==> config.mk <==
export PLATFORM = sky130hd
export DESIGN_NAME = swcf_ctrl
export DESIGN_NICKNAME = d
export VERILOG_FILES = /design/src/rtl/swcf_pkg.sv /design/src/rtl/swcf_ctrl.sv
export SDC_FILE = /design/constraint.sdc
export NUM_CORES = 1
export LEC_CHECK = 0
export ABC_CLOCK_PERIOD_IN_PS = 2350
export BUFFER_PORTS_ARGS = -buffer_cell sky130_fd_sc_hd__buf_2
export CELL_PAD_IN_SITES_DETAIL_PLACEMENT = 0
export CELL_PAD_IN_SITES_GLOBAL_PLACEMENT = 2
export CORE_ASPECT_RATIO = 1.75
export CORE_UTILIZATION = 32
export DETAILED_ROUTE_END_ITERATION = 8
export PLACE_DENSITY = 0.84
export SLEW_MARGIN = 20
export SYNTH_ARGS = -nofsm -noshare
export SYNTH_HDL_FRONTEND = slang
export SYNTH_SLANG_ARGS = --single-unit
==> constraint.sdc <==
create_clock -name clk -period 2.35 [get_ports clk]
set_input_delay 0 -clock clk [delete_from_list [all_inputs] [get_ports clk]]
set_output_delay 0 -clock clk [all_outputs]
set_load 0.05 [all_outputs]
==> src/rtl/swcf_pkg.sv <==
// shared types, constants and command codes of the sliding window cluster finder
package swcf_pkg;

  localparam int MAX_ITEMS_DEF = 64;
  localparam int TAG_BITS_DEF  = 16;

  // fixed field widths
  localparam int KEY_W    = 64;
  localparam int TAG_W    = 16;
  localparam int RANK_W   = 6;
  localparam int END_W    = 7;
  localparam int KIND_W   = 2;
  localparam int WINDOW_W = 31;
  localparam int MINC_W   = 7;
  localparam int CFG_AW   = 1;
  localparam int IN_DW    = 88;
  localparam int OUT_DW   = 96;

  // result kinds
  localparam logic [KIND_W-1:0] KIND_READ    = 2'd0;
  localparam logic [KIND_W-1:0] KIND_CLUSTER = 2'd1;
  localparam logic [KIND_W-1:0] KIND_DONE    = 2'd2;

  // configuration register indexes
  localparam logic [CFG_AW-1:0] CFG_WINDOW = 1'd0;
  localparam logic [CFG_AW-1:0] CFG_MINC   = 1'd1;

  // datapath operations
  typedef enum logic [4:0] {
    OP_NONE,
    OP_LOAD,
    OP_READ_RANK,
    OP_OUT_READ,
    OP_SORT_INIT,
    OP_SORT_RD_I,
    OP_SORT_LATCH,
    OP_SORT_RD_J,
    OP_SORT_SHIFT,
    OP_SORT_PUT,
    OP_SCAN_INIT,
    OP_SCAN_RD_T,
    OP_SCAN_LATCH,
    OP_SCAN_RD_H,
    OP_HEAD_INC,
    OP_EVAL,
    OP_FLUSH_CLUSTER,
    OP_DONE
  } op_t;

  typedef struct packed {
    op_t op;
  } cmd_t;

  typedef struct packed {
    logic out_busy;
    logic cnt_zero;
    logic cnt_le1;
    logic i_end;
    logic j_zero;
    logic k_less;
    logic head_end;
    logic in_window;
    logic emit;
    logic best_nz;
    logic tail_end;
    logic tail_over;
  } status_t;

endpackage

==> src/rtl/swcf_ctrl.sv <==
// controller state machine: load, read, insertion sort and window scan sequencing
module swcf_ctrl (
  input  logic              clk,
  input  logic              rst_n,
  input  logic              in_tvalid,
  output logic              in_tready,
  input  logic              in_mode,
  input  logic              in_last,
  input  swcf_pkg::status_t sts,
  output swcf_pkg::cmd_t    cmd
);

  typedef enum logic [15:0] {
    ST_IDLE      = 16'h0001,
    ST_RD_WAIT   = 16'h0002,
    ST_SORT_INIT = 16'h0004,
    ST_SORT_LD   = 16'h0008,
    ST_SORT_LDW  = 16'h0010,
    ST_SORT_RD   = 16'h0020,
    ST_SORT_CMP  = 16'h0040,
    ST_SORT_PUT  = 16'h0080,
    ST_SCAN_INIT = 16'h0100,
    ST_SCAN_TL   = 16'h0200,
    ST_SCAN_TLW  = 16'h0400,
    ST_SCAN_HD   = 16'h0800,
    ST_SCAN_HCMP = 16'h1000,
    ST_SCAN_EVAL = 16'h2000,
    ST_SCAN_EMIT = 16'h4000,
    ST_FLUSH     = 16'h8000
  } state_t;

  state_t state_r, state_nxt;

  // input request taken only when idle and the result register is empty
  assign in_tready = (state_r == ST_IDLE) && !sts.out_busy;

  // next state and datapath command
  always_comb begin
    state_nxt = state_r;
    cmd.op    = swcf_pkg::OP_NONE;
    unique case (state_r)
      ST_IDLE: begin
        if (in_tvalid && in_tready) begin
          if (in_mode) begin
            cmd.op    = swcf_pkg::OP_READ_RANK;
            state_nxt = ST_RD_WAIT;
          end else begin
            cmd.op = swcf_pkg::OP_LOAD;
            if (in_last) state_nxt = ST_SORT_INIT;
          end
        end
      end
      ST_RD_WAIT: begin
        cmd.op    = swcf_pkg::OP_OUT_READ;
        state_nxt = ST_IDLE;
      end
      ST_SORT_INIT: begin
        cmd.op    = swcf_pkg::OP_SORT_INIT;
        state_nxt = sts.cnt_le1 ? ST_SCAN_INIT : ST_SORT_LD;
      end
      ST_SORT_LD: begin
        cmd.op    = swcf_pkg::OP_SORT_RD_I;
        state_nxt = ST_SORT_LDW;
      end
      ST_SORT_LDW: begin
        cmd.op    = swcf_pkg::OP_SORT_LATCH;
        state_nxt = ST_SORT_RD;
      end
      ST_SORT_RD: begin
        if (sts.j_zero) begin
          state_nxt = ST_SORT_PUT;
        end else begin
          cmd.op    = swcf_pkg::OP_SORT_RD_J;
          state_nxt = ST_SORT_CMP;
        end
      end
      ST_SORT_CMP: begin
        if (sts.k_less) begin
          cmd.op    = swcf_pkg::OP_SORT_SHIFT;
          state_nxt = ST_SORT_RD;
        end else begin
          state_nxt = ST_SORT_PUT;
        end
      end
      ST_SORT_PUT: begin
        cmd.op    = swcf_pkg::OP_SORT_PUT;
        state_nxt = sts.i_end ? ST_SCAN_INIT : ST_SORT_LD;
      end
      ST_SCAN_INIT: begin
        cmd.op    = swcf_pkg::OP_SCAN_INIT;
        state_nxt = sts.cnt_zero ? ST_FLUSH : ST_SCAN_TL;
      end
      ST_SCAN_TL: begin
        cmd.op    = swcf_pkg::OP_SCAN_RD_T;
        state_nxt = ST_SCAN_TLW;
      end
      ST_SCAN_TLW: begin
        cmd.op    = swcf_pkg::OP_SCAN_LATCH;
        state_nxt = ST_SCAN_HD;
      end
      ST_SCAN_HD: begin
        if (sts.head_end) begin
          state_nxt = ST_SCAN_EVAL;
        end else begin
          cmd.op    = swcf_pkg::OP_SCAN_RD_H;
          state_nxt = ST_SCAN_HCMP;
        end
      end
      ST_SCAN_HCMP: begin
        if (sts.in_window) begin
          cmd.op    = swcf_pkg::OP_HEAD_INC;
          state_nxt = ST_SCAN_HD;
        end else begin
          state_nxt = ST_SCAN_EVAL;
        end
      end
      ST_SCAN_EVAL: begin
        // a cluster to emit waits here until the result register is free
        if (!(sts.emit && sts.out_busy)) begin
          cmd.op = swcf_pkg::OP_EVAL;
          if (sts.emit)          state_nxt = ST_SCAN_EMIT;
          else if (sts.tail_end) state_nxt = ST_FLUSH;
          else                   state_nxt = ST_SCAN_TL;
        end
      end
      ST_SCAN_EMIT: begin
        if (!sts.out_busy) state_nxt = sts.tail_over ? ST_FLUSH : ST_SCAN_TL;
      end
      ST_FLUSH: begin
        if (!sts.out_busy) begin
          if (sts.best_nz) begin
            cmd.op = swcf_pkg::OP_FLUSH_CLUSTER;
          end else begin
            cmd.op    = swcf_pkg::OP_DONE;
            state_nxt = ST_IDLE;
          end
        end
      end
      default: state_nxt = ST_IDLE;
    endcase
  end

  // state register
  always_ff @(posedge clk) begin
    if (!rst_n) state_r <= ST_IDLE;
    else        state_r <= state_nxt;
  end

endmodule

==> impl_metrics.csv <==
group,metric,value,unit
routing,drc_errors,0,
logic_synthesis,synth-main-ff-cell,"dfxtp_1",
floorplan,num_rows,29,
layout,regMostFlops,"state_r",
power_and_ir_drop,power_density,746,mW/mm^2
grt,grt_max_degree,13,
clock_network,cts_tree,"yes",
setup_path,worstSetupStartpointType,"flip-flop",
logic_synthesis,ys_ff_latch,16,
setup_path,path_buf_inv,1,
setup_path,worstPathCellList,"or4b_2 -> or3_1 -> o311a_2 -> o311ai_2 -> clkbuf_4",
layout,largest_register_ffs,16,
logic_synthesis,mappedNetlistArea,0.00125,sq mm
layout,stdcell_area,0.00159,sq mm
logic_synthesis,syn-instance-count,158,
run_status,status,"finished clean",
grt,grt.overflow.total,0,
grt,grt_pass1_vias,1301,
place,gp_congestion,0.891,
place,dp_cells,230,
place,io_buffers,22,
setup_path,critPathSlowestCell,"or4b_2",
layout,top_regs,"state_r: 16 flops",
floorplan,core,0.00366,sq mm
setup_path,end_kind,"output port",
timing,final.setup_skew,3.42,ps
timing,slew_violations,0,
grt,top_usage_layer,"met2",
logic_synthesis,async_flop_share,0,
setup_path,cp.arrival,2270,ps
grt,grtUsageMet3,0.0163,
logic_synthesis,avgSynthCellArea,7.93,sq um
layout,layout-drive-gt1-share,0.295,
setup_path,cp_num_cells,5,
floorplan,ios,23,
routing,wl,3.78,mm
routing,first_pass_iters,4,
hold_path,hold_path_class,"input pin to flip-flop",
routing,drt_iter0_drc,38,
clock_network,clk_latency,250,ps
timing,min_period,2270,ps
grt,antenna_found_initial,0,
logic_synthesis,yosysSeqAreaShare,0.256,
timing,finalSetupViolations,0,
timing,hold_violations,0,
grt,grt_use_met1,0.201,
timing,timing.hold.ws,10.4,ps
power_and_ir_drop,peakVddDrop,0.518,mV
layout,layout_common_cells,"nor2_1 (20), buf_2 (20), dfxtp_1 (16)",
setup_path,required,2350,ps
floorplan,die-area,0.00418,sq mm
clock_network,root_buffer,"clkbuf_8",
power_and_ir_drop,power,1.18,mW
place,dpl_cell_area,0.00147,sq mm
grt,grt_first_pass_wirelength,6.19,mm
setup_path,critPathMaxStageDelay,630,ps
floorplan,die_h,84.8,um
logic_synthesis,ys_types,45,
layout,layout.nets,211,
layout,n_fill_cell,378,
logic_synthesis,yosysWarnings,0,
setup_path,critPathKind,"flip-flop to output port",
timing,fmax,441,MHz
timing,fin_crit_sh,0.965,
clock_network,cts.path.max_buffers,2,
routing,antenna_left,0,
layout,finalNonFillerCells,239,
place,post-dp-hpwl,3.05,mm
run,maxCapViolCount,0,
grt,grt.total_usage,0.198,
routing,wire_per_inst,15.8,um
layout,diodes,0,
setup_path,worst_r2r_path_depth,6,
routing,vias_per_cell,5.44,
hold_path,holdPathStages,3,
routing,vias,1301,
floorplan,die-width,49.3,um
clock_network,htreeDepth,1,
logic_synthesis,synth.net_count,175,
floorplan,initial_utilization,0.342,
setup_path,cp_top_family,"simple AND/OR/NAND/NOR gates",
grt,met2_usage,0.370,
clock_network,cts_buffers,3,
timing,worstMarginPinSlew,461,ps
clock_network,clock-sinks,16,
logic_synthesis,synth_edf_count,0,
setup_path,crit_fanout,5,
timing,max_slew_margin,0.685,
layout,area_growth,26.7,%
clock_network,path_clk_slew,60,ps
power_and_ir_drop,leakage,0.605,nW
area by class of cell:
| cell class | count | area [sq um] | area share |
|---|---|---|---|
| multi-input combinational | 130 | 898 | 0.566 |
| sequential | 16 | 320 | 0.202 |
| timing repair buffer | 37 | 233 | 0.147 |
| tap | 46 | 57.6 | 0.0363 |
| clock buffer | 4 | 55.1 | 0.0347 |
| inverter | 6 | 22.5 | 0.0142 |
timing repair:
item	in CTS	in global routing
setup buffers	1	2
endpoints found under the hold margin	2	0
gates resized for setup	1	3
hold buffers	2	0
setup endpoints to repair	2	4
pin swaps	1	4
report_power, final:
part	leakage [nW]	internal (mW)	total, mW	switching [mW]
registers	0.129	0.296	0.334	0.0384
logic	0.446	0.238	0.603	0.366
clock network	0.0288	0.149	0.246	0.0974
worst reg2reg max path: stages, from the launching register on:
cell,delay (ps)
dfxtp_1,380
nor4_4,420
buf_4,200
nand3_4,140
nor2_2,240
or4b_1,470
a21boi_1,140
synthesized netlist by cell type (4+ instances only):
| cell type | number | share of area |
|---|---|---|
| a21oi_1 | 9 | 0.036 |
| inv_1 | 6 | 0.018 |
| buf_4 | 4 | 0.024 |
| o21ai_0 | 7 | 0.028 |
| nor4_4 | 4 | 0.068 |
| xor2_1 | 4 | 0.028 |
| nor3_1 | 9 | 0.036 |
| dfxtp_1 | 16 | 0.26 |
| nand2b_1 | 10 | 0.050 |
| nor2_1 | 20 | 0.060 |
| or3_1 | 5 | 0.025 |
| nand2_1 | 10 | 0.030 |
| nor4_1 | 5 | 0.025 |
stage by stage:
step | setup TNS, ps | utilization | setup slack, ps
after detailed placement | 0 | 0.401 | 231
after floorplan | 0 | - | 195
after CTS | 0 | 0.426 | 1.31
after global routing | -6.45 | 0.433 | -4.07
after global placement | 0 | 0.401 | 271
final | 0 | 0.433 | 81.6
worst paths after layout:
kind	from	slack [ps]	to
min	sts[7]	10	state_r[7]
max	state_r[5]	80	cmd[0]
max reg2reg	state_r[8]	310	state_r[14]
min reg2reg	state_r[11]	640	state_r[12]
metal layers:
layer  vias to the layer above  share of wire
met5                         -              0
met4                         0          0.042
met3                        10          0.020
met2                        26           0.55
met1                       605           0.39
li1                        660              -
cell families (layout without fill, tap and decap cells):
group | after synthesis | after routing | share of synthesized area
XOR/XNOR | 4 | 4 | 0.0280
AND/OR/NAND/NOR | 93 | 93 | 0.490
AO/OA/AOI/OAI | 33 | 33 | 0.177
buffers and inverters | 12 | 47 | 0.0500
flip-flops | 16 | 16 | 0.256
Power figures use the tool's default switching activity.
